**src/rtl/hge_pkg.sv**
```systemverilog
// shared types, constants and aes helpers for the half-gates evaluator
package hge_pkg;

  localparam logic [1:0] CMD_START = 2'd0;
  localparam logic [1:0] CMD_LOAD  = 2'd1;
  localparam logic [1:0] CMD_XOR   = 2'd2;
  localparam logic [1:0] CMD_AND   = 2'd3;

  typedef struct packed {
    logic [1:0]  cmd;
    logic [11:0] dest_wire;
    logic [11:0] src_a;
    logic [11:0] src_b;
    logic [63:0] word0_hi;
    logic [63:0] word0_lo;
    logic [63:0] word1_hi;
    logic [63:0] word1_lo;
  } hge_req_t;

  typedef struct packed {
    logic [63:0] label_hi;
    logic [63:0] label_lo;
  } hge_res_t;

  // queued request with its tweak values fixed by the front part
  typedef struct packed {
    hge_req_t    req;
    logic [63:0] tweak_a;
    logic [63:0] tweak_b;
  } hge_job_t;

  typedef enum logic [2:0] {
    ST_IDLE, ST_READ, ST_WAIT, ST_HASH, ST_DONE
  } hge_state_t;

  localparam logic [127:0] FIXED_KEY = 128'h249c32ea5ce63109aeaacda062ec1df3;

  localparam logic [7:0] SBOX [256] = '{
    8'h63,8'h7c,8'h77,8'h7b,8'hf2,8'h6b,8'h6f,8'hc5,8'h30,8'h01,8'h67,8'h2b,8'hfe,8'hd7,8'hab,8'h76,
    8'hca,8'h82,8'hc9,8'h7d,8'hfa,8'h59,8'h47,8'hf0,8'had,8'hd4,8'ha2,8'haf,8'h9c,8'ha4,8'h72,8'hc0,
    8'hb7,8'hfd,8'h93,8'h26,8'h36,8'h3f,8'hf7,8'hcc,8'h34,8'ha5,8'he5,8'hf1,8'h71,8'hd8,8'h31,8'h15,
    8'h04,8'hc7,8'h23,8'hc3,8'h18,8'h96,8'h05,8'h9a,8'h07,8'h12,8'h80,8'he2,8'heb,8'h27,8'hb2,8'h75,
    8'h09,8'h83,8'h2c,8'h1a,8'h1b,8'h6e,8'h5a,8'ha0,8'h52,8'h3b,8'hd6,8'hb3,8'h29,8'he3,8'h2f,8'h84,
    8'h53,8'hd1,8'h00,8'hed,8'h20,8'hfc,8'hb1,8'h5b,8'h6a,8'hcb,8'hbe,8'h39,8'h4a,8'h4c,8'h58,8'hcf,
    8'hd0,8'hef,8'haa,8'hfb,8'h43,8'h4d,8'h33,8'h85,8'h45,8'hf9,8'h02,8'h7f,8'h50,8'h3c,8'h9f,8'ha8,
    8'h51,8'ha3,8'h40,8'h8f,8'h92,8'h9d,8'h38,8'hf5,8'hbc,8'hb6,8'hda,8'h21,8'h10,8'hff,8'hf3,8'hd2,
    8'hcd,8'h0c,8'h13,8'hec,8'h5f,8'h97,8'h44,8'h17,8'hc4,8'ha7,8'h7e,8'h3d,8'h64,8'h5d,8'h19,8'h73,
    8'h60,8'h81,8'h4f,8'hdc,8'h22,8'h2a,8'h90,8'h88,8'h46,8'hee,8'hb8,8'h14,8'hde,8'h5e,8'h0b,8'hdb,
    8'he0,8'h32,8'h3a,8'h0a,8'h49,8'h06,8'h24,8'h5c,8'hc2,8'hd3,8'hac,8'h62,8'h91,8'h95,8'he4,8'h79,
    8'he7,8'hc8,8'h37,8'h6d,8'h8d,8'hd5,8'h4e,8'ha9,8'h6c,8'h56,8'hf4,8'hea,8'h65,8'h7a,8'hae,8'h08,
    8'hba,8'h78,8'h25,8'h2e,8'h1c,8'ha6,8'hb4,8'hc6,8'he8,8'hdd,8'h74,8'h1f,8'h4b,8'hbd,8'h8b,8'h8a,
    8'h70,8'h3e,8'hb5,8'h66,8'h48,8'h03,8'hf6,8'h0e,8'h61,8'h35,8'h57,8'hb9,8'h86,8'hc1,8'h1d,8'h9e,
    8'he1,8'hf8,8'h98,8'h11,8'h69,8'hd9,8'h8e,8'h94,8'h9b,8'h1e,8'h87,8'he9,8'hce,8'h55,8'h28,8'hdf,
    8'h8c,8'ha1,8'h89,8'h0d,8'hbf,8'he6,8'h42,8'h68,8'h41,8'h99,8'h2d,8'h0f,8'hb0,8'h54,8'hbb,8'h16
  };

  function automatic logic [7:0] xtime(input logic [7:0] v);
    return {v[6:0], 1'b0} ^ (v[7] ? 8'h1b : 8'h00);
  endfunction

  // byte i of the aes state sits at bits [8i+7:8i]
  function automatic logic [127:0] aes_round(input logic [127:0] st, input logic [127:0] rk,
                                             input logic last);
    logic [127:0] t;
    logic [127:0] m;
    logic [7:0] a0, a1, a2, a3, x;
    for (int c = 0; c < 4; c++) begin
      for (int r = 0; r < 4; r++) begin
        t[8*(r+4*c) +: 8] = SBOX[st[8*(r+4*((c+r)&3)) +: 8]];
      end
    end
    m = t;
    for (int c = 0; c < 4; c++) begin
      a0 = t[8*(4*c) +: 8];
      a1 = t[8*(4*c+1) +: 8];
      a2 = t[8*(4*c+2) +: 8];
      a3 = t[8*(4*c+3) +: 8];
      x = a0 ^ a1 ^ a2 ^ a3;
      m[8*(4*c) +: 8]   = a0 ^ x ^ xtime(a0 ^ a1);
      m[8*(4*c+1) +: 8] = a1 ^ x ^ xtime(a1 ^ a2);
      m[8*(4*c+2) +: 8] = a2 ^ x ^ xtime(a2 ^ a3);
      m[8*(4*c+3) +: 8] = a3 ^ x ^ xtime(a3 ^ a0);
    end
    return (last ? t : m) ^ rk;
  endfunction

  function automatic logic [127:0] next_key(input logic [127:0] k, input logic [7:0] rcon);
    logic [127:0] n;
    logic [31:0] w;
    w = {SBOX[k[103:96]], SBOX[k[127:120]], SBOX[k[119:112]], SBOX[k[111:104]] ^ rcon};
    n[31:0]   = k[31:0] ^ w;
    n[63:32]  = k[63:32] ^ n[31:0];
    n[95:64]  = k[95:64] ^ n[63:32];
    n[127:96] = k[127:96] ^ n[95:64];
    return n;
  endfunction

endpackage

```
**src/rtl/hge_front.sv**
```systemverilog
// front part: takes requests, attaches tweaks, tracks the gate counter
module hge_front (
  input  logic              clk,
  input  logic              rst,
  input  logic              start,
  input  hge_pkg::hge_req_t req,
  input  logic              cfg_we,
  input  logic [31:0]       cfg_data,
  input  logic              q_full,
  output logic              busy,
  output logic              q_push,
  output hge_pkg::hge_job_t q_job
);
  import hge_pkg::*;

  logic [31:0] gate_counter;
  logic [31:0] base;

  assign busy   = q_full;
  assign q_push = start && !q_full;

  // tweaks use the counter before this gate
  always_comb begin
    q_job.req     = req;
    q_job.tweak_a = {32'd0, gate_counter};
    q_job.tweak_b = {32'd0, base} + {32'd0, gate_counter};
  end

  always_ff @(posedge clk) begin
    if (rst) begin
      gate_counter <= '0;
      base         <= '0;
    end else begin
      if (cfg_we) base <= cfg_data;
      if (q_push) begin
        if (req.cmd == CMD_START) gate_counter <= '0;
        else if (req.cmd == CMD_AND) gate_counter <= gate_counter + 32'd1;
      end
    end
  end
endmodule

```
**config.mk**
```make
export PLATFORM = sky130hd
export DESIGN_NAME = hge_front
export DESIGN_NICKNAME = d
export VERILOG_FILES = /design/src/rtl/hge_pkg.sv /design/src/rtl/hge_front.sv
export SDC_FILE = /design/constraint.sdc
export NUM_CORES = 1
export LEC_CHECK = 0
export BUFFER_PORTS_ARGS = -buffer_cell sky130_fd_sc_hd__buf_2
export CORE_AREA = 5 5 292 294
export CTS_CLUSTER_SIZE = 28
export DETAILED_ROUTE_END_ITERATION = 16
export DIE_AREA = 0 0 297 299
export PLACE_DENSITY = 0.34
export SYNTH_ARGS = -nofsm -noshare
export SYNTH_HDL_FRONTEND = slang
export SYNTH_SLANG_ARGS = --single-unit
```
**constraint.sdc**
```tcl
create_clock -name clk -period 2.79 [get_ports clk]
set_input_delay 0.279 -clock clk [delete_from_list [all_inputs] [get_ports clk]]
set_output_delay 0.279 -clock clk [all_outputs]
set_load 0.03 [all_outputs]
```
## Word-level counts from Yosys, hierarchy flattened

Index checks and enable logic that the tools add are counted.

| cells by class | value |
|---|---|
| $add $sub $neg | 2 |
| equality and inequality tests | 1 |
| muxes and demuxes | 2 |
| reductions and logical operators | 5 |

Operators with widths:

| cell | count |
|---|---|
| $mux W32 | 2 |
| $add A32 B32 Y33 | 1 |
| $add A32 B1 Y32 const B | 1 |
| $eq A2 B2 Y1 const B | 1 |
| $logic_not A2 Y1 | 1 |
| $reduce_and A2 Y1 | 1 |
| $reduce_bool A2 Y1 | 1 |
| $logic_and A1 B1 Y1 | 1 |
| $logic_not A1 Y1 | 1 |

| storage, ports and cells | value |
|---|---|
| bits in registers | 64 |
| bits of input ports | 331 |
| output and inout port bits | 424 |
| logic and storage cells | 12 |

## Logic depth before layout (Yosys ltp)

Gate-level depths: netlist (run 1).

| depth | value |
|---|---|
| depth in word-level cells | 3 |
| mapped depth | 9 |

## Worst setup path after synthesis (run 1)

Ideal clock, no wire load.

| timing path | value |
|---|---|
| path type | reg2out |
| start | reg gate_counter[6] |
| end | out q_job[27] (netlist name) |
| data arrival time | 3054 ps |
| data required time | 2511 ps |
| path slack | -543 ps |
| stages on the path, launching flop included | 8 |
| path through | dfxtp_1 > ha_1 > a21oi_2 > o22ai_1 > or4b_4 > o211a_4 > nand3_1 > nor4bb_1 |

RTL lines:

| element | line | RTL |
|---|---|---|
| start: declaration | hge_front.sv:16 | `logic [31:0] gate_counter;` |
| start signal: assignment | hge_front.sv:37 | `else if (req.cmd == CMD_AND) gate_counter <= gate_counter + 32'd1;` |
| end: declaration | hge_front.sv:12 | `output hge_pkg::hge_job_t q_job` |

==> results of run 1 <==
## cell usage after synthesis, drive strengths merged (3+ instances only)
cell / number
a31oi: 6
nor4: 3
o21ai: 22
dfxtp: 64
and4: 3
inv: 15
mux2i: 33
buf: 364
a21o: 14
a211oi: 6
a21oi: 33
nor2: 83
or3: 3
o211ai: 7
xnor2: 21
xor2: 34
and2: 3
clkbuf: 13
nand2: 33
nor3: 10
and3: 5
o221ai: 3
ha: 34
nand3: 21
nand4: 14
nand2b: 4
## stage by stage
stage / area (µm²) / util (%) / hold WS (ns) / worst slack, ns
6_report: 8760 / 10.6 / 0.161 / -0.326
5_1_grt: 8760 / 10.6 / 0.164 / -0.477
4_1_cts: 8470 / 10.3 / 0.141 / -0.494
3_5_place_dp: 7450 / 9.02 / 0.490 / -0.412
3_3_place_gp: 7450 / 9.02 / 0.485 / -0.364
2_1_floorplan: 7390 / - / 0.426 / -0.0494
## report_power, final
group          internal (µW)  switching [µW]
Combinational            217             386
Clock                    719             472
Sequential               945            25.3
Total                   1880             883
## worst register-to-register path, stage by stage (launching register included)
cell,delay [ns]
sky130_fd_sc_hd__dfxtp_1,0.36
sky130_fd_sc_hd__buf_4,0.15
sky130_fd_sc_hd__and3_1,0.21
sky130_fd_sc_hd__nand4_1,0.39
sky130_fd_sc_hd__nor4_2,0.46
sky130_fd_sc_hd__buf_4,0.20
sky130_fd_sc_hd__nand4_1,0.11
sky130_fd_sc_hd__xor2_1,0.14
sky130_fd_sc_hd__nor2_1,0.05
## state kept, by name, summed over array words and instances, names as in the netlist
signal        cells
base             32
gate_counter     32
## cell type report
type,instances,area [µm²],share of cell area (%)
Tap cell,1080,1350,15.4
Multi-Input combinational cell,495,3990,45.6
Timing Repair Buffer,240,1760,20.0
Inverter,15,56.3,0.642
Clock buffer,10,239,2.73
Clock inverter,6,67.6,0.771
Sequential cell,64,1300,14.8
Antenna cell,1,2.50,0.0286
## timing repair
item | in CTS | in global routing
gates cloned | 0 | 0
setup buffers | 8 | 8
setup endpoints to repair | 27 | 24
resized for setup | 145 | 48
pin swaps | 55 | 47
## cell families (layout without fill, tap and decap cells)
group / count (synthesis) / after routing / synth area share [%]
simple gates: 194 / 194 / 13.2
mux: 33 / 33 / 4.65
fa+ha+maj: 35 / 35 / 6.28
compound gates: 115 / 115 / 11.3
xor+xnor: 55 / 55 / 6.79
other cells: 1 / 64 / 0.0528
buf+inv: 392 / 271 / 39.7
flops: 64 / 64 / 18.1
## layer usage
metal	global-route usage [%]	vias up	wire (µm)
met4	4.48	12	2140
met2	12.4	370	16200
li1	-	2447	-
met1	7.12	2458	11600
met3	5.25	164	5250
met5	0	-	93
## worst paths after layout
kind,startpoint,end,slack (ns),cells past startpoint
setup / recovery,gate_counter[0],q_job[24],-0.33,12
hold / removal,cfg_data[7],base[7],0.16,3
setup reg to reg,gate_counter[3],gate_counter[24],0.58,8
hold reg to reg,base[28],base[28],0.51,2
==> impl_results.rst, run 1 <==
.. list-table::
   :header-rows: 1

   * - Metric
     - Value
   * - Run status
     - finished with violations
   * - Violations in the final reports
     - negative setup slack
   * - IO Port Bufs
     - 107
   * - Clock edge transition at the registers on the reported setup and hold paths
     - 0.06 ns
   * - Average cell area after synthesis
     - 7.98 µm²
   * - Pwr Total
     - 2760 µW
   * - Peak Freq
     - 0.321 GHz
   * - Critical-path top delay cell
     - sky130_fd_sc_hd__fa_2
   * - Sum of buffers and inverters on the critical path
     - 4
   * - Required time at the worst-slack endpoint
     - 2.51 ns
   * - Die outline area
     - 88800 µm²
   * - CTS tree
     - yes
   * - Max-slew violation count
     - 0
   * - Clock skew after layout
     - 0.00616 ns
   * - Inst Count DP
     - 1885
   * - Area growth from synthesis to layout
     - 23.5%
   * - Width of the chip
     - 297 µm
   * - Remaining global-route overflow
     - 0
   * - Post-Synthesis Cell Area
     - 7100 µm²
   * - Placement row count
     - 106
   * - Global-route wire length before repair
     - 47600 µm
   * - Antenna violations before repair
     - 11
   * - Share of the clock period used by the worst path after layout
     - 112%
   * - Inserted Clock Buffers
     - 9
   * - Number of routed nets with antenna violations
     - 0
   * - CP Class
     - flop to primary output
   * - Via count
     - 5451
   * - Initial detailed-routing violation count
     - 179
   * - Weighted congestion at the end of routability-driven global placement
     - 0.778
   * - Root Driver
     - sky130_fd_sc_hd__clkbuf_16
   * - Placeable core region
     - 82600 µm²
   * - Maximum buffer depth of the clock tree
     - 2
   * - Post-synth top area share
     - 37.9%
   * - Worst min path class
     - input pin to flop
   * - Setup Viol. Count Final
     - 22
   * - Startpoint class of the critical path
     - flop
   * - Post-synth EDFFs
     - 0
   * - Worst Tran Pin Value
     - 0.516 ns
   * - Distinct cell type count of the synthesized netlist
     - 62
   * - Most numerous cell on the critical path
     - sky130_fd_sc_hd__buf_6
   * - Vertical die dimension
     - 299 µm
   * - Post-detailed-route DRC marker count
     - 0
   * - Primary FF master, synth
     - sky130_fd_sc_hd__dfxtp_1
   * - Area leader, netlist
     - sky130_fd_sc_hd__buf_4
   * - Crit path setup slack, layout
     - -0.326 ns
   * - Peak per-stage delay on the critical path
     - 0.36 ns
   * - Max-capacitance violation count
     - 0
   * - Count of filler cells inserted in the layout
     - 9516
   * - Peak supply drop
     - 0.231 mV
   * - # clock sinks
     - 64
   * - Crit path capture type
     - primary output
   * - Largest net degree at the start of global routing
     - 33
   * - Flip-flop and latch count after synthesis
     - 64
   * - Vias/cell
     - 2.85
   * - Worst slew margin relative to its limit
     - 65.4%
   * - Detailed-routing iteration count for the pre-antenna-repair pass
     - 4
   * - Ratio of total power to cell area
     - 315 nW/µm²
   * - Number of warning messages in the yosys log
     - 0
   * - Fraction of layout instances using a drive strength above 1
     - 43.4%
   * - Initial cell density of the core
     - 8.59%
   * - Most common library cell in the layout ignoring fill and taps
     - sky130_fd_sc_hd__buf_4
   * - Arrival time worst endpoint
     - 2.84 ns
   * - HPWL reported at the end of detailed placement
     - 30400 µm
   * - Fraction of registers with async set/reset
     - 0%
   * - Setup repair after global routing missed its margin
     - true
   * - Number of H-tree branching levels
     - 3
   * - Ports placed on the boundary
     - 755
   * - Later-pin clock latency in the skew report
     - 0.35 ns
   * - Maximum fanout encountered on the critical timing path
     - 3
   * - Tmin final
     - 3.12 ns
   * - Global router's overall resource usage
     - 7.63%
   * - Via count of the first global-routing pass
     - 5798
   * - Cells along the critical path
     - ha_4 -> fa_2 -> a211oi_2 -> o211ai_1 -> a21oi_1 -> buf_4 -> buf_6 -> nor2_4 -> buf_6 -> a31oi_4 -> xnor2_4 -> buf_6
   * - Synth top area cells
     - sky130_fd_sc_hd__buf_4 38%, sky130_fd_sc_hd__dfxtp_1 18%, sky130_fd_sc_hd__ha_1 6.0%
   * - Total of hold buffers inserted after clock tree synthesis
     - 0
   * - Post-layout instance count excluding filler cells
     - 1911
   * - Leakage power summed over all cells
     - 0.00370 µW
   * - Most frequent cells in the layout
     - 114 x sky130_fd_sc_hd__buf_4, 83 x sky130_fd_sc_hd__buf_2, 79 x sky130_fd_sc_hd__nor2_1
   * - Cell type group with the largest total delay on the critical path
     - compound AO/OA/AOI/OAI gates
   * - Number of nets in the layout
     - 1191
   * - Part of the Yosys area used for sequential elements
     - 18.1%
   * - Number of standard cells after synthesis
     - 889
   * - WL final
     - 35300 µm
   * - Setup TNS
     - -4.32 ns
   * - Hold Violations, Final
     - 0
   * - Final routed wire length divided by cell count
     - 18.5 µm
Power figures use the tool's default switching activity.
==> run 2, diff against run 1 <==
- CTS_BUF_LIST: unset -> sky130_fd_sc_hd__clkbuf_16
- CTS_CLUSTER_SIZE: 28 -> unset
==> run 2 against run 1 <==
Effect of this change:
- the run still ends with negative setup slack left
- maximum frequency unchanged
- final cell count unchanged
- worst setup slack unchanged
- sequential power about the same
- combinational power about the same
- register-to-register slack about the same
- non-clock buffer count unchanged
- power decreased by 1.0%
- global-route usage unchanged
- critical endpoint unchanged
- largest power group unchanged
==> impl_results.rst, run 2 (synthesis gave the netlist of run 1 again) <==
.. list-table::
   :header-rows: 1

   * - Metric
     - Value
   * - Vertical die dimension
     - 299 µm
   * - Worst slew margin relative to its limit
     - 65.4%
   * - WL final
     - 35300 µm
   * - Leakage power summed over all cells
     - 0.00370 µW
   * - Worst Tran Pin Value
     - 0.516 ns
   * - Clock skew after layout
     - 0.00616 ns
   * - Worst min path class
     - input pin to flop
   * - Root Driver
     - sky130_fd_sc_hd__clkbuf_16
   * - CTS tree
     - yes
   * - Cell type group with the largest total delay on the critical path
     - compound AO/OA/AOI/OAI gates
   * - Initial cell density of the core
     - 8.59%
   * - Setup repair after global routing missed its margin
     - true
   * - Clock edge transition at the registers on the reported setup and hold paths
     - 0.06 ns
   * - HPWL reported at the end of detailed placement
     - 30400 µm
   * - Number of H-tree branching levels
     - 3
   * - Startpoint class of the critical path
     - flop
   * - Inserted Clock Buffers
     - 9
   * - Tmin final
     - 3.12 ns
   * - Crit path capture type
     - primary output
   * - IO Port Bufs
     - 107
   * - Violations in the final reports
     - negative setup slack
   * - Weighted congestion at the end of routability-driven global placement
     - 0.778
   * - Fraction of layout instances using a drive strength above 1
     - 43.3%
   * - Required time at the worst-slack endpoint
     - 2.51 ns
   * - Setup TNS
     - -4.32 ns
   * - Setup Viol. Count Final
     - 22
   * - Final routed wire length divided by cell count
     - 18.5 µm
   * - Inst Count DP
     - 1885
   * - Post-layout instance count excluding filler cells
     - 1911
   * - Via count of the first global-routing pass
     - 5798
   * - Placement row count
     - 106
   * - Hold Violations, Final
     - 0
   * - Crit path setup slack, layout
     - -0.326 ns
   * - Number of nets in the layout
     - 1191
   * - Max-capacitance violation count
     - 0
   * - Remaining global-route overflow
     - 0
   * - Post-detailed-route DRC marker count
     - 0
   * - Max-slew violation count
     - 0
   * - Utilization of the core after routing
     - 10.6%
   * - Maximum buffer depth of the clock tree
     - 2
   * - Count of filler cells inserted in the layout
     - 9517
   * - Placeable core region
     - 82600 µm²
   * - Global-route wire length before repair
     - 47600 µm
   * - Area growth from synthesis to layout
     - 23.3%
   * - Largest net degree at the start of global routing
     - 33
   * - Peak supply drop
     - 0.231 mV
   * - Die outline area
     - 88800 µm²
   * - Peak Freq
     - 0.321 GHz
   * - Ports placed on the boundary
     - 755
   * - Detailed-routing iteration count for the pre-antenna-repair pass
     - 4
   * - Initial detailed-routing violation count
     - 179
   * - Ratio of total power to cell area
     - 312 nW/µm²
   * - Global router's overall resource usage
     - 7.63%
   * - Most numerous cell on the critical path
     - sky130_fd_sc_hd__buf_6
   * - Peak per-stage delay on the critical path
     - 0.36 ns
   * - Run status
     - finished with violations
   * - Critical-path top delay cell
     - sky130_fd_sc_hd__fa_2
   * - Number of routed nets with antenna violations
     - 0
   * - Maximum fanout encountered on the critical timing path
     - 3
   * - Antenna violations before repair
     - 11
   * - Most frequent cells in the layout
     - 114 x sky130_fd_sc_hd__buf_4, 83 x sky130_fd_sc_hd__buf_2, 79 x sky130_fd_sc_hd__nor2_1
   * - Share of the clock period used by the worst path after layout
     - 112%
   * - # clock sinks
     - 64
   * - CP Class
     - flop to primary output
   * - Vias/cell
     - 2.85
   * - WHS
     - 0.161 ns
   * - Arrival time worst endpoint
     - 2.84 ns
   * - Sum of buffers and inverters on the critical path
     - 4
   * - Most common library cell in the layout ignoring fill and taps
     - sky130_fd_sc_hd__buf_4
   * - Width of the chip
     - 297 µm
   * - Cells along the critical path
     - ha_4 -> fa_2 -> a211oi_2 -> o211ai_1 -> a21oi_1 -> buf_4 -> buf_6 -> nor2_4 -> buf_6 -> a31oi_4 -> xnor2_4 -> buf_6
   * - Later-pin clock latency in the skew report
     - 0.35 ns
   * - Via count
     - 5451
   * - Registers with the highest flip-flop counts
     - base: 32 flops, gate_counter: 32 flops
[run 2: timing repair]
item | 4_1_cts | 5_1_grt
resized for setup | 145 | 48
endpoints found under the setup margin | 27 | 24
setup buffers | 8 | 8
hold buffers | 0 | 0
pin swaps | 55 | 47
[run 2: report_power, final]
group,switching [µW],internal [µW]
Clock,471,691
Combinational,386,217
Sequential,25.3,945
[run 2: worst min-delay path: stages]
cell	delay (ns)
sky130_fd_sc_hd__buf_2	0.07
sky130_fd_sc_hd__mux2i_1	0.06
sky130_fd_sc_hd__nor2_1	0.07
[run 2: final cells by class]
cell class / count / area (µm²) / share of cell area (%)
clock inverters: 7 / 71.3 / 0.815
well taps: 1080 / 1350 / 15.4
inverters: 15 / 56.3 / 0.643
repair buffers: 240 / 1760 / 20.1
flip-flops and latches: 64 / 1300 / 14.8
diodes: 1 / 2.50 / 0.0286
multi-input cells: 495 / 3990 / 45.6
clock buffers: 9 / 225 / 2.57
[run 2: worst paths after layout]
check,start,depth (start not counted),end,slack (ns)
worst max-delay path,gate_counter[0],12,q_job[24],-0.33
worst min-delay path,cfg_data[7],3,base[7],0.16
worst min register to register,base[28],2,base[28],0.51
worst max register to register,gate_counter[3],8,gate_counter[24],0.58
[run 2: metal layers]
metal	track usage, %	vias to the layer above	routed length, µm
met5	0	-	93
met4	4.48	12	2140
met3	5.25	164	5250
met2	12.4	370	16200
met1	7.12	2458	11600
li1	-	2447	-
[run 2: metrics by stage]
stage	cell area [µm²]	total power [µW]	worst slack, ns
5_1_grt	8750	2870	-0.477
3_5_place_dp	7450	1520	-0.412
4_1_cts	8460	2780	-0.494
3_3_place_gp	7450	1520	-0.364
2_1_floorplan	7390	2170	-0.0494
6_report	8750	2730	-0.326
