**src/rtl/hge_pkg.sv**
```systemverilog
// shared types, constants and aes helpers for the half-gates evaluator
package hge_pkg;

  localparam logic [1:0] CMD_START = 2'd0;
  localparam logic [1:0] CMD_LOAD  = 2'd1;
  localparam logic [1:0] CMD_XOR   = 2'd2;
  localparam logic [1:0] CMD_AND   = 2'd3;

  typedef struct packed {
    logic [1:0]  cmd;
    logic [11:0] dest_wire;
    logic [11:0] src_a;
    logic [11:0] src_b;
    logic [63:0] word0_hi;
    logic [63:0] word0_lo;
    logic [63:0] word1_hi;
    logic [63:0] word1_lo;
  } hge_req_t;

  typedef struct packed {
    logic [63:0] label_hi;
    logic [63:0] label_lo;
  } hge_res_t;

  // queued request with its tweak values fixed by the front part
  typedef struct packed {
    hge_req_t    req;
    logic [63:0] tweak_a;
    logic [63:0] tweak_b;
  } hge_job_t;

  typedef enum logic [2:0] {
    ST_IDLE, ST_READ, ST_WAIT, ST_HASH, ST_DONE
  } hge_state_t;

  localparam logic [127:0] FIXED_KEY = 128'h249c32ea5ce63109aeaacda062ec1df3;

  localparam logic [7:0] SBOX [256] = '{
    8'h63,8'h7c,8'h77,8'h7b,8'hf2,8'h6b,8'h6f,8'hc5,8'h30,8'h01,8'h67,8'h2b,8'hfe,8'hd7,8'hab,8'h76,
    8'hca,8'h82,8'hc9,8'h7d,8'hfa,8'h59,8'h47,8'hf0,8'had,8'hd4,8'ha2,8'haf,8'h9c,8'ha4,8'h72,8'hc0,
    8'hb7,8'hfd,8'h93,8'h26,8'h36,8'h3f,8'hf7,8'hcc,8'h34,8'ha5,8'he5,8'hf1,8'h71,8'hd8,8'h31,8'h15,
    8'h04,8'hc7,8'h23,8'hc3,8'h18,8'h96,8'h05,8'h9a,8'h07,8'h12,8'h80,8'he2,8'heb,8'h27,8'hb2,8'h75,
    8'h09,8'h83,8'h2c,8'h1a,8'h1b,8'h6e,8'h5a,8'ha0,8'h52,8'h3b,8'hd6,8'hb3,8'h29,8'he3,8'h2f,8'h84,
    8'h53,8'hd1,8'h00,8'hed,8'h20,8'hfc,8'hb1,8'h5b,8'h6a,8'hcb,8'hbe,8'h39,8'h4a,8'h4c,8'h58,8'hcf,
    8'hd0,8'hef,8'haa,8'hfb,8'h43,8'h4d,8'h33,8'h85,8'h45,8'hf9,8'h02,8'h7f,8'h50,8'h3c,8'h9f,8'ha8,
    8'h51,8'ha3,8'h40,8'h8f,8'h92,8'h9d,8'h38,8'hf5,8'hbc,8'hb6,8'hda,8'h21,8'h10,8'hff,8'hf3,8'hd2,
    8'hcd,8'h0c,8'h13,8'hec,8'h5f,8'h97,8'h44,8'h17,8'hc4,8'ha7,8'h7e,8'h3d,8'h64,8'h5d,8'h19,8'h73,
    8'h60,8'h81,8'h4f,8'hdc,8'h22,8'h2a,8'h90,8'h88,8'h46,8'hee,8'hb8,8'h14,8'hde,8'h5e,8'h0b,8'hdb,
    8'he0,8'h32,8'h3a,8'h0a,8'h49,8'h06,8'h24,8'h5c,8'hc2,8'hd3,8'hac,8'h62,8'h91,8'h95,8'he4,8'h79,
    8'he7,8'hc8,8'h37,8'h6d,8'h8d,8'hd5,8'h4e,8'ha9,8'h6c,8'h56,8'hf4,8'hea,8'h65,8'h7a,8'hae,8'h08,
    8'hba,8'h78,8'h25,8'h2e,8'h1c,8'ha6,8'hb4,8'hc6,8'he8,8'hdd,8'h74,8'h1f,8'h4b,8'hbd,8'h8b,8'h8a,
    8'h70,8'h3e,8'hb5,8'h66,8'h48,8'h03,8'hf6,8'h0e,8'h61,8'h35,8'h57,8'hb9,8'h86,8'hc1,8'h1d,8'h9e,
    8'he1,8'hf8,8'h98,8'h11,8'h69,8'hd9,8'h8e,8'h94,8'h9b,8'h1e,8'h87,8'he9,8'hce,8'h55,8'h28,8'hdf,
    8'h8c,8'ha1,8'h89,8'h0d,8'hbf,8'he6,8'h42,8'h68,8'h41,8'h99,8'h2d,8'h0f,8'hb0,8'h54,8'hbb,8'h16
  };

  function automatic logic [7:0] xtime(input logic [7:0] v);
    return {v[6:0], 1'b0} ^ (v[7] ? 8'h1b : 8'h00);
  endfunction

  // byte i of the aes state sits at bits [8i+7:8i]
  function automatic logic [127:0] aes_round(input logic [127:0] st, input logic [127:0] rk,
                                             input logic last);
    logic [127:0] t;
    logic [127:0] m;
    logic [7:0] a0, a1, a2, a3, x;
    for (int c = 0; c < 4; c++) begin
      for (int r = 0; r < 4; r++) begin
        t[8*(r+4*c) +: 8] = SBOX[st[8*(r+4*((c+r)&3)) +: 8]];
      end
    end
    m = t;
    for (int c = 0; c < 4; c++) begin
      a0 = t[8*(4*c) +: 8];
      a1 = t[8*(4*c+1) +: 8];
      a2 = t[8*(4*c+2) +: 8];
      a3 = t[8*(4*c+3) +: 8];
      x = a0 ^ a1 ^ a2 ^ a3;
      m[8*(4*c) +: 8]   = a0 ^ x ^ xtime(a0 ^ a1);
      m[8*(4*c+1) +: 8] = a1 ^ x ^ xtime(a1 ^ a2);
      m[8*(4*c+2) +: 8] = a2 ^ x ^ xtime(a2 ^ a3);
      m[8*(4*c+3) +: 8] = a3 ^ x ^ xtime(a3 ^ a0);
    end
    return (last ? t : m) ^ rk;
  endfunction

  function automatic logic [127:0] next_key(input logic [127:0] k, input logic [7:0] rcon);
    logic [127:0] n;
    logic [31:0] w;
    w = {SBOX[k[103:96]], SBOX[k[127:120]], SBOX[k[119:112]], SBOX[k[111:104]] ^ rcon};
    n[31:0]   = k[31:0] ^ w;
    n[63:32]  = k[63:32] ^ n[31:0];
    n[95:64]  = k[95:64] ^ n[63:32];
    n[127:96] = k[127:96] ^ n[95:64];
    return n;
  endfunction

endpackage

```
**src/rtl/hge_queue.sv**
```systemverilog
// two-entry request queue between front and back
module hge_queue (
  input  logic              clk,
  input  logic              rst,
  input  logic              push,
  input  hge_pkg::hge_job_t din,
  output logic              full,
  output logic              nonempty,
  input  logic              pop,
  output hge_pkg::hge_job_t dout
);
  import hge_pkg::*;

  hge_job_t    slot [2];
  logic        wr_ptr, rd_ptr;
  logic [1:0]  count;

  assign full     = (count == 2'd2);
  assign nonempty = (count != 2'd0);
  assign dout     = slot[rd_ptr];

  always_ff @(posedge clk) begin
    if (push) slot[wr_ptr] <= din;
  end

  always_ff @(posedge clk) begin
    if (rst) begin
      wr_ptr <= 1'b0;
      rd_ptr <= 1'b0;
      count  <= 2'd0;
    end else begin
      if (push) wr_ptr <= ~wr_ptr;
      if (pop) rd_ptr <= ~rd_ptr;
      count <= count + {1'b0, push} - {1'b0, pop};
    end
  end
endmodule

```
**config.mk**
```make
export PLATFORM = sky130hd
export DESIGN_NAME = hge_queue
export DESIGN_NICKNAME = d
export VERILOG_FILES = /design/src/rtl/hge_pkg.sv /design/src/rtl/hge_queue.sv
export SDC_FILE = /design/constraint.sdc
export NUM_CORES = 1
export LEC_CHECK = 0
export ABC_AREA = 1
export BUFFER_PORTS_ARGS = -buffer_cell sky130_fd_sc_hd__buf_2
export CAP_MARGIN = 10
export CORE_AREA = 2 2 334 336
export DETAILED_ROUTE_END_ITERATION = 16
export DIE_AREA = 0 0 336 338
export GPL_ROUTABILITY_DRIVEN = 1
export HOLD_SLACK_MARGIN = 0.02
export SLEW_MARGIN = 20
export SYNTH_ARGS = -nofsm -noshare
export SYNTH_HDL_FRONTEND = slang
export SYNTH_SLANG_ARGS = --single-unit
```
**constraint.sdc**
```tcl
create_clock -name clk -period 57.5 [get_ports clk]
set_input_delay 8.625 -clock clk [delete_from_list [all_inputs] [get_ports clk]]
set_output_delay 8.625 -clock clk [all_outputs]
set_load 0.01 [all_outputs]
```
# == Word-level counts from Yosys, hierarchy flattened ==
# Memories as Yosys holds them, arrays and structs flattened. A register that Yosys moved wholly into a read port is not among the register bits.
# Cells that the tools add are included.
# word_totals
reg_bits,4
ramBits,844
latch_bits,0
inputBits,426
rom_bits,0
output_inout_bits,424
word_cells,14
memories,1
# mem_list
name,words,width,read_ports,rd_ports_with_merged_regs,write_ports,line_no,rtl
slot,2,422,1,1,1,hge_queue.sv:14,hge_job_t slot [2];
# op_classes
n_addsub,2
n_eq_ne,1
bitwise_logic,2
magnitude_cmp,0
reduce_logical,1
n_mux,4
mul,0
shift,0
div_mod_pow,0
# op_table
op,n
1-bit two-way mux,4
2-bit by 1-bit adder with 2-bit output,1
2-bit == test (second input constant),1
1-bit NOT,2
2-bit nonzero test,1
2-bit by 1-bit subtractor with 2-bit output,1

# == Depth between registers and ports, before layout ==
# Gate-level depths: netlist (run 1).
# depth
depth_word,3
mapped_depth,9
ltp_nobuf,9

# == Worst setup path after synthesis (run 1) ==
# No wires, ideal clock.
# synth_timing
path_kind,input to register
from,in push
to,mem slot[0][0] (netlist bit) (enable)
path_slack_ns,29.988
n_path_buf,0
path_stages,2
t_arrival_ns,26.283
required_ns,56.272
setup_time_ns,1.228
cell_sequence,inv_1 -> nor2_1
# synth_between
elab_chain_cells,2
# synth_rtl
item,line_no,rtl
start: declaration,hge_queue.sv:5,"input logic push,"
1-bit two-way mux,hge_queue.sv:23,if (push) slot[wr_ptr] <= din;
1-bit two-way mux (not written as such),hge_queue.sv:23,
end: declaration,hge_queue.sv:14,
# Every way passes these cells.

==> results of run 1 <==
synthesized netlist by cell type:
| library cell | n | area, um^2 |
|---|---|---|
| nand3_1 | 1 | 5.00 |
| ha_1 | 2 | 25.0 |
| nor3_1 | 1 | 5.00 |
| xnor2_1 | 1 | 8.76 |
| buf_6 | 1 | 11.3 |
| nor2_1 | 7 | 26.3 |
| edfxtp_1 | 844 | 25300 |
| inv_1 | 8 | 30.0 |
| mux2_2 | 42 | 473 |
| a21oi_1 | 1 | 5.00 |
| buf_12 | 3 | 60.1 |
| mux2_4 | 380 | 5710 |
| nand2_1 | 5 | 18.8 |
| dfxtp_1 | 5 | 100 |
| buf_2 | 4 | 20.0 |
| buf_8 | 39 | 586 |
flip-flops by register name, summed over array words and instances, names as in the netlist, named ones only:
signal  cells
rd_ptr      1
wr_ptr      1
slot      844
count       2
critical path: cells and delay by family, from the launching register on:
family                 cells  cell delay [ps]
buffers and inverters      5             3380
muxes                      1              350
DFF                        1              620
final cells by class:
| cell class | count | share of cell area [%] |
|---|---|---|
| Multi-Input combinational cell | 440 | 15.3 |
| Clock inverter | 58 | 1.32 |
| Antenna cell | 22 | 0.134 |
| Sequential cell | 849 | 62.0 |
| Timing Repair Buffer | 866 | 10.8 |
| Tap cell | 1488 | 4.53 |
| Clock buffer | 111 | 5.88 |
| Inverter | 8 | 0.0914 |
through the flow:
stage,setup WS [ps],utilization (%)
floorplan,29990,-
global placement,44420,34.5
detailed placement,44300,34.5
CTS,43540,37.2
global route,43330,37.3
finish,43660,37.3
cells by family (layout without fill, tap and decap cells):
group,after synthesis,count (layout),synth area share (%)
AO/OA/AOI/OAI,1,1,0.0154
XOR/XNOR,1,1,0.0270
adder cells (fa/ha/maj),2,2,0.0772
buffers and inverters,55,1043,2.18
flip-flops,849,849,78.5
multiplexers,422,422,19.1
other,0,22,0
AND/OR/NAND/NOR,14,14,0.170
where the power goes:
group | switching [mW] | leakage [nW] | internal (mW) | total, mW
registers | 0.00920 | 7.96 | 0.719 | 0.728
logic | 0.0839 | 6.53 | 0.0808 | 0.165
clock network | 0.237 | 1.45 | 0.332 | 0.569
total | 0.330 | 15.9 | 1.13 | 1.46
worst paths after layout:
path              startpoint     endpoint  slack [ps]  cells past startpoint
setup / recovery        flop     dout[63]       43660                      6
hold / removal        rd_ptr       rd_ptr         530                      2
setup reg to reg      wr_ptr  slot[0][77]       53560                      4
hold reg to reg       rd_ptr       rd_ptr         530                      2
routing by layer:
| metal | up-vias | track usage [%] | part of all wire [%] |
|---|---|---|---|
| met5 | - | 0 | 0.16 |
| met4 | 20 | 6.11 | 3.7 |
| met3 | 153 | 4.48 | 8.2 |
| met2 | 579 | 22.1 | 52 |
| met1 | 7896 | 12.9 | 36 |
| li1 | 7224 | - | - |
==> impl_metrics.toml, run 1 <==
[routing]
vias = 15900
wl_um = 75600
first_pass_iters = 4
drt_iter0_drc = 851
drc = 0
wl_per_cell_um = 19.7
drt.antenna.violating_nets = 0
viasPerCell = 4.13

[setup_path]
cp_cell_sequence = "buf_4, buf_4, buf_4, buf_4, mux2_4, buf_2"
path_class = "flop to primary output"
cp.required_ps = 48880
crit_path_end_kind = "primary output"
crit_fanout = 55
arrival_ps = 5220
start_kind = "flop"
cp_slowest_stage_delay_ps = 840
cp_slowest_cell = "buf_4"
cpMostUsedCell = "buf_4"

[synth]
synth_sequential_area_ratio_pct = 78.5
syn-cell-area_mm2 = 0.0324
synth_cell_type_count = 16
syn_nets = 1772
synthCells = 1344
yosysWarnings = 0
synth_area_per_cell_um2 = 24.1
synth-seq-cells = 849

[final_layout]
areaGrowthSynthToFinish_pct = 26.6
multiInputGateArea_mm2 = 0.00628
nets = 2684
layout_commonest_cell = "buf_2"
fin_cells = 3842
layout-drive-gt1-share_pct = 61.0
most-common-layout-cells = "buf_2, edfxtp_1, mux2_4"
fillers = 10200
regArea_mm2 = 0.0254
stdcell_area_mm2 = 0.0411

[sta]
hold_viol_final = 0
clock_skew_ps = 25.0
maxSlewViolCount = 0
timing.slew.headroom_pct = 26.9
timing.fmax_ghz = 0.0722
fin_hold_ws_ps = 529
worstMarginPinSlew_ps = 1100
finalSetupTns_ps = 0
grt_setup_unrepaired = "false"
period_minus_slack_ps = 13840
final-setup-viol-count = 0
period_share_pct = 24.1

[power_and_ir_drop]
peakVddDrop_v = 0.0000286
power.leakage_nw = 15.9
totalPowerFinal_mw = 1.46
powerDensity_mw_per_mm2 = 35.6

[clock_network]
h-tree-depth = 3
cts_resized = 0
postCtsSetupBuffers = 0
cts.clk_slew.worst_paths_ps = 60
clk_latency_ps = 650
ctsHoldBuffers = 0
cts_tree = "built"
numCtsBuffers = 91
numClockSinks = 849
root_buffer = "clkbuf_16"
clk_path_buf_depth = 3

[worst_hold_path]
hold_class = "flop to flop"

[die]
ios = 850
dieArea_mm2 = 0.114
row_count = 122
chipHeight_um = 338
core_mm2 = 0.110
initial_core_util_pct = 29.5
fp.dieW_um = 336

[grt]
grt_start_max_net_pins = 148
antenna_found_initial = 34
grt_pass1_wl_um = 105000
overflow = 0
grtUsageTotal_pct = 12.4
grt_pass1_vias = 16900

[placement]
place_hpwl_um = 53500
placed_area_mm2 = 0.0380
dp.cells = 3650
place_congestion = 0.829
place.port_buffers = 849

[run_status]
outcome = "complete, no violations"

[run]
maxCapViolations = 0
Note: power is estimated with default switching activity, not from simulation.
==> inputs of run 2 (changes only) <==
--- a/config.mk
+++ b/config.mk
@@ -5,12 +5,12 @@
 export SDC_FILE = /design/constraint.sdc
 export NUM_CORES = 1
 export LEC_CHECK = 0
-export ABC_AREA = 1
+export ABC_AREA = 0
 export BUFFER_PORTS_ARGS = -buffer_cell sky130_fd_sc_hd__buf_2
 export CAP_MARGIN = 10
-export CORE_AREA = 2 2 334 336
+export CORE_AREA = 2 2 333 335
 export DETAILED_ROUTE_END_ITERATION = 16
-export DIE_AREA = 0 0 336 338
+export DIE_AREA = 0 0 335 337
 export GPL_ROUTABILITY_DRIVEN = 1
 export HOLD_SLACK_MARGIN = 0.02
 export SLEW_MARGIN = 20
==> constraint.sdc (replaced) <==
create_clock -name clk -period 12.7 [get_ports clk]
set_input_delay 1.905 -clock clk [delete_from_list [all_inputs] [get_ports clk]]
set_output_delay 1.905 -clock clk [all_outputs]
set_load 0.01 [all_outputs]
==> impl_metrics.toml, run 2 <==
[synth]
synth_top_area_cell = "edfxtp_1"
synth_sequential_area_ratio_pct = 78.5
synthCells = 1334
syn-cell-area_mm2 = 0.0324
syn_nets = 1762
synth.most_common_cell = "edfxtp_1"
synth_cell_type_count = 16
yosysWarnings = 0
async_flop_share_pct = 0
synth-seq-cells = 849
ys.flop_type = "edfxtp_1"
synth-edff-count = 844
synth_top_area_share_pct = 78.2
ys_top_cells_by_area = "edfxtp_1, mux2_4, buf_8, mux2_2, dfxtp_1"
ys_top_cells_by_count = "edfxtp_1, mux2_4, mux2_2"
synth_area_per_cell_um2 = 24.3

[clock_network]
clk_latency_ps = 640
cts.clk_slew.worst_paths_ps = 50
h-tree-depth = 3
ctsHoldBuffers = 0
cts_resized = 0
postCtsSetupBuffers = 0
root_buffer = "clkbuf_16"
clk_path_buf_depth = 3
numCtsBuffers = 88
numClockSinks = 849
cts_tree = "built"

[routing]
viasPerCell = 4.22
drt_iter0_drc = 985
first_pass_iters = 5
wl_um = 74500
drc = 0
wl_per_cell_um = 19.9
vias = 15800
drt.antenna.violating_nets = 0

[setup_path]
cp.required_ps = 10800
arrival_ps = 4070
path_class = "flop to primary output"
r2r_cells = 4
start_kind = "flop"
crit_path_end_kind = "primary output"
crit_fanout = 106

[final_layout]
nets = 2669
fin_cells = 3749
most-common-layout-cells = "buf_2, edfxtp_1, mux2_4"
areaGrowthSynthToFinish_pct = 25.9
stdcell_area_mm2 = 0.0408
largest-register = "slot"
layout-drive-gt1-share_pct = 61.1
layout_commonest_cell = "buf_2"
largest_register_ffs = 844
final_util_pct = 37.3
reg_top3 = "slot: 844 flops, count: 2 flops"

[sta]
fin_ws_ps = 6720
finalSetupTns_ps = 0
period_minus_slack_ps = 5980
worstMarginPinSlew_ps = 1080
clock_skew_ps = 21.3
final-setup-viol-count = 0
timing.fmax_ghz = 0.167
fin_hold_ws_ps = 536
period_share_pct = 47.1
grt_setup_unrepaired = "false"
hold_viol_final = 0
maxSlewViolCount = 0
timing.slew.headroom_pct = 28.0

[die]
dieArea_mm2 = 0.113
fp.dieW_um = 335
row_count = 122
ios = 850
initial_core_util_pct = 29.6
chipHeight_um = 337
core_mm2 = 0.110

[grt]
overflow = 0
grt_pass1_wl_um = 105000
grt_pass1_vias = 16900
antenna_found_initial = 21
grtUsageTotal_pct = 12.3
grt_start_max_net_pins = 148

[placement]
dp.cells = 3577
place_congestion = 0.792
placed_area_mm2 = 0.0380
place_hpwl_um = 52400
pre_cts_slack_ps = 7130
place.port_buffers = 849

[run]
maxCapViolations = 0

[power_and_ir_drop]
peakVddDrop_v = 0.000114
power.leakage_nw = 15.9
totalPowerFinal_mw = 6.61
powerDensity_mw_per_mm2 = 162

[run_status]
outcome = "complete, no violations"

[worst_hold_path]
hold_class = "flop to flop"
min_path_cells = 2
-- run 2: report_power, final --
group	switching, mW	internal (mW)
registers	0.0414	3.28
logic	0.411	0.388
clock network	1.06	1.43
total	1.51	5.10
-- run 2: layer usage --
metal,part of all wire (%),track usage [%],vias to the layer above
li1,-,-,7165
met1,36,13.1,7916
met2,54,22.6,575
met3,6.7,3.51,132
met4,2.6,5.37,16
met5,0.13,0,-
-- run 2: logic make-up (layout without fill, tap and decap cells) --
logic type,Yosys count,count (layout),share of synthesized area (%)
fa+ha+maj,2,2,0.0772
mux,422,422,19.1
simple gates,9,9,0.143
buf+inv,49,1030,2.11
xor+xnor,3,3,0.124
flops,849,849,78.5
other cells,0,8,0
-- run 2: critical path: stages (launching register included) --
cell and delay, ps:
dfxtp_4 400, buf_4 710, buf_4 840, buf_12 630, mux2_4 360, buf_2 140
-- run 2: final cells by class --
cell class	count	area [um^2]
Timing Repair Buffer	864	4420
Antenna cell	8	20.0
Tap cell	1426	1780
Clock buffer	111	2370
Multi-Input combinational cell	436	6300
Fill cell	10200	68800
Sequential cell	849	25400
Inverter	2	7.51
Clock inverter	53	474
-- run 2: worst paths after layout --
kind          start           end  slack [ps]
max            flop     dout[199]        6720
min          rd_ptr        rd_ptr         540
max reg2reg  wr_ptr  slot[1][206]        8780
min reg2reg  rd_ptr        rd_ptr         540
==> inputs of run 3 (changes only) <==
==> constraint.sdc (replaced) <==
create_clock -name clk -period 4.9 [get_ports clk]
set_input_delay 0.735 -clock clk [delete_from_list [all_inputs] [get_ports clk]]
set_output_delay 0.735 -clock clk [all_outputs]
set_load 0.01 [all_outputs]
==> impl_metrics.toml, run 3 (same netlist as run 2, synthesis figures left out) <==
[run_status]
outcome = "complete, no violations"

[final_layout]
most-common-layout-cells = "buf_2, edfxtp_1, mux2_4"
layout-drive-gt1-share_pct = 61.5
fillers = 10100
nets = 2693
largest-register = "slot"
stdcell_area_mm2 = 0.0410
layout_commonest_cell = "buf_2"
reg_top3 = "slot: 844 flops, count: 2 flops"
final_util_pct = 37.4
largest_register_ffs = 844
areaGrowthSynthToFinish_pct = 26.6
fin_cells = 3772

[routing]
wl_per_cell_um = 20.8
met3_length_um = 5880
drc = 0
met1_length_um = 27800
drt.antenna.violating_nets = 0
drt_iter0_drc = 800
wl_met2_um = 41700
highest_layer = "met5"
first_pass_iters = 5
wl_um = 78300
viasPerCell = 4.24
vias = 16000

[setup_path]
crit_fanout = 83
cp_cell_sequence = "buf_12, mux2_4, buf_2"
arrival_ps = 2580
r2r_cells = 2
reg2reg_slack_ps = 2600
path_class = "flop to primary output"
crit_path_end_kind = "primary output"
cp_slowest_cell = "dfxtp_4"
cp_slowest_stage_delay_ps = 700
start_kind = "flop"
timing.rr.end = "slot[1][65]"
cp.required_ps = 4160
cp_top_family = "flip-flops"
cp.depth = 3
cp_num_buf_inv = 2
r2r_start = "wr_ptr"

[placement]
place_hpwl_um = 57300
place.port_buffers = 849
placed_area_mm2 = 0.0382
dp.cells = 3600
pre_cts_slack_ps = 2150
place_congestion = 0.878

[grt]
grt_pass1_vias = 17100
grtUsageTotal_pct = 13.0
overflow = 0
antenna_found_initial = 16
grt_start_max_net_pins = 113
grt_pass1_wl_um = 108000

[sta]
maxSlewViolCount = 0
finalSetupTns_ps = 0
hold_viol_final = 0
worstMarginPinSlew_ps = 1050
final-setup-viol-count = 0
period_share_pct = 67.6
period_minus_slack_ps = 3310
fin_hold_ws_ps = 263
fin_ws_ps = 1590
timing.fmax_ghz = 0.302
clock_skew_ps = 18.3
timing.slew.headroom_pct = 29.7
grt_setup_unrepaired = "false"

[power_and_ir_drop]
peakVddDrop_v = 0.000303
powerDensity_mw_per_mm2 = 418
power.leakage_nw = 16.0
totalPowerFinal_mw = 17.1

[clock_network]
ctsHoldBuffers = 0
postCtsSetupBuffers = 0
cts_resized = 0
numClockSinks = 849
clk_path_buf_depth = 3
cts.clk_slew.worst_paths_ps = 60
cts_tree = "built"
root_buffer = "clkbuf_16"
numCtsBuffers = 89
clk_latency_ps = 650
h-tree-depth = 3

[die]
fp.dieW_um = 335
ios = 850
initial_core_util_pct = 29.6
chipHeight_um = 337
dieArea_mm2 = 0.113
core_mm2 = 0.110
row_count = 122

[run]
maxCapViolations = 0

[worst_hold_path]
min_path_cells = 1
hold_end = "slot[0][252]"
hold_start = "din[252]"
hold_class = "input pin to flop"
==> run 3: cell types whose count changed in the layout (fill, tap and decap cells not counted), sizes merged <==
cell      previous run  this run
buf                864       887
clkbuf             111       110
diode                8        10
inv                  3         5
clkinv              45        43
bufinv               5         6
clkinvlp             2         0
==> run 3: how the worst max path moves through the flow <==
stage	startpoint	end
detailed placement	push	slot[1][68]
floorplan	push	slot[0][0]
global route	flop	dout[148]
finish	flop	dout[99]
global placement	flop	dout[148]
CTS	flop	dout[148]
==> run 3: per-layer routing <==
metal  vias to the layer above  global-route usage, %
met1                      7990                   13.4
met2                       594                   23.8
met4                        12                   6.34
met5                         -                      0
li1                       7227                      -
met3                       162                   4.24
==> run 3: final cells by class <==
| type | count | area, um^2 | area share (%) |
|---|---|---|---|
| Multi-Input combinational cell | 436 | 6300 | 15.3 |
| Sequential cell | 849 | 25400 | 62.0 |
| Clock buffer | 110 | 2350 | 5.72 |
| Timing Repair Buffer | 887 | 4680 | 11.4 |
| Antenna cell | 10 | 25.0 | 0.0610 |
| Inverter | 2 | 7.51 | 0.0183 |
| Clock inverter | 52 | 445 | 1.09 |
| Tap cell | 1426 | 1780 | 4.35 |
==> run 3: power by group <==
| group | internal, mW | switching, mW |
|---|---|---|
| Combinational | 1.03 | 1.07 |
| Clock | 3.72 | 2.71 |
| Sequential | 8.49 | 0.130 |
| Total | 13.2 | 3.90 |
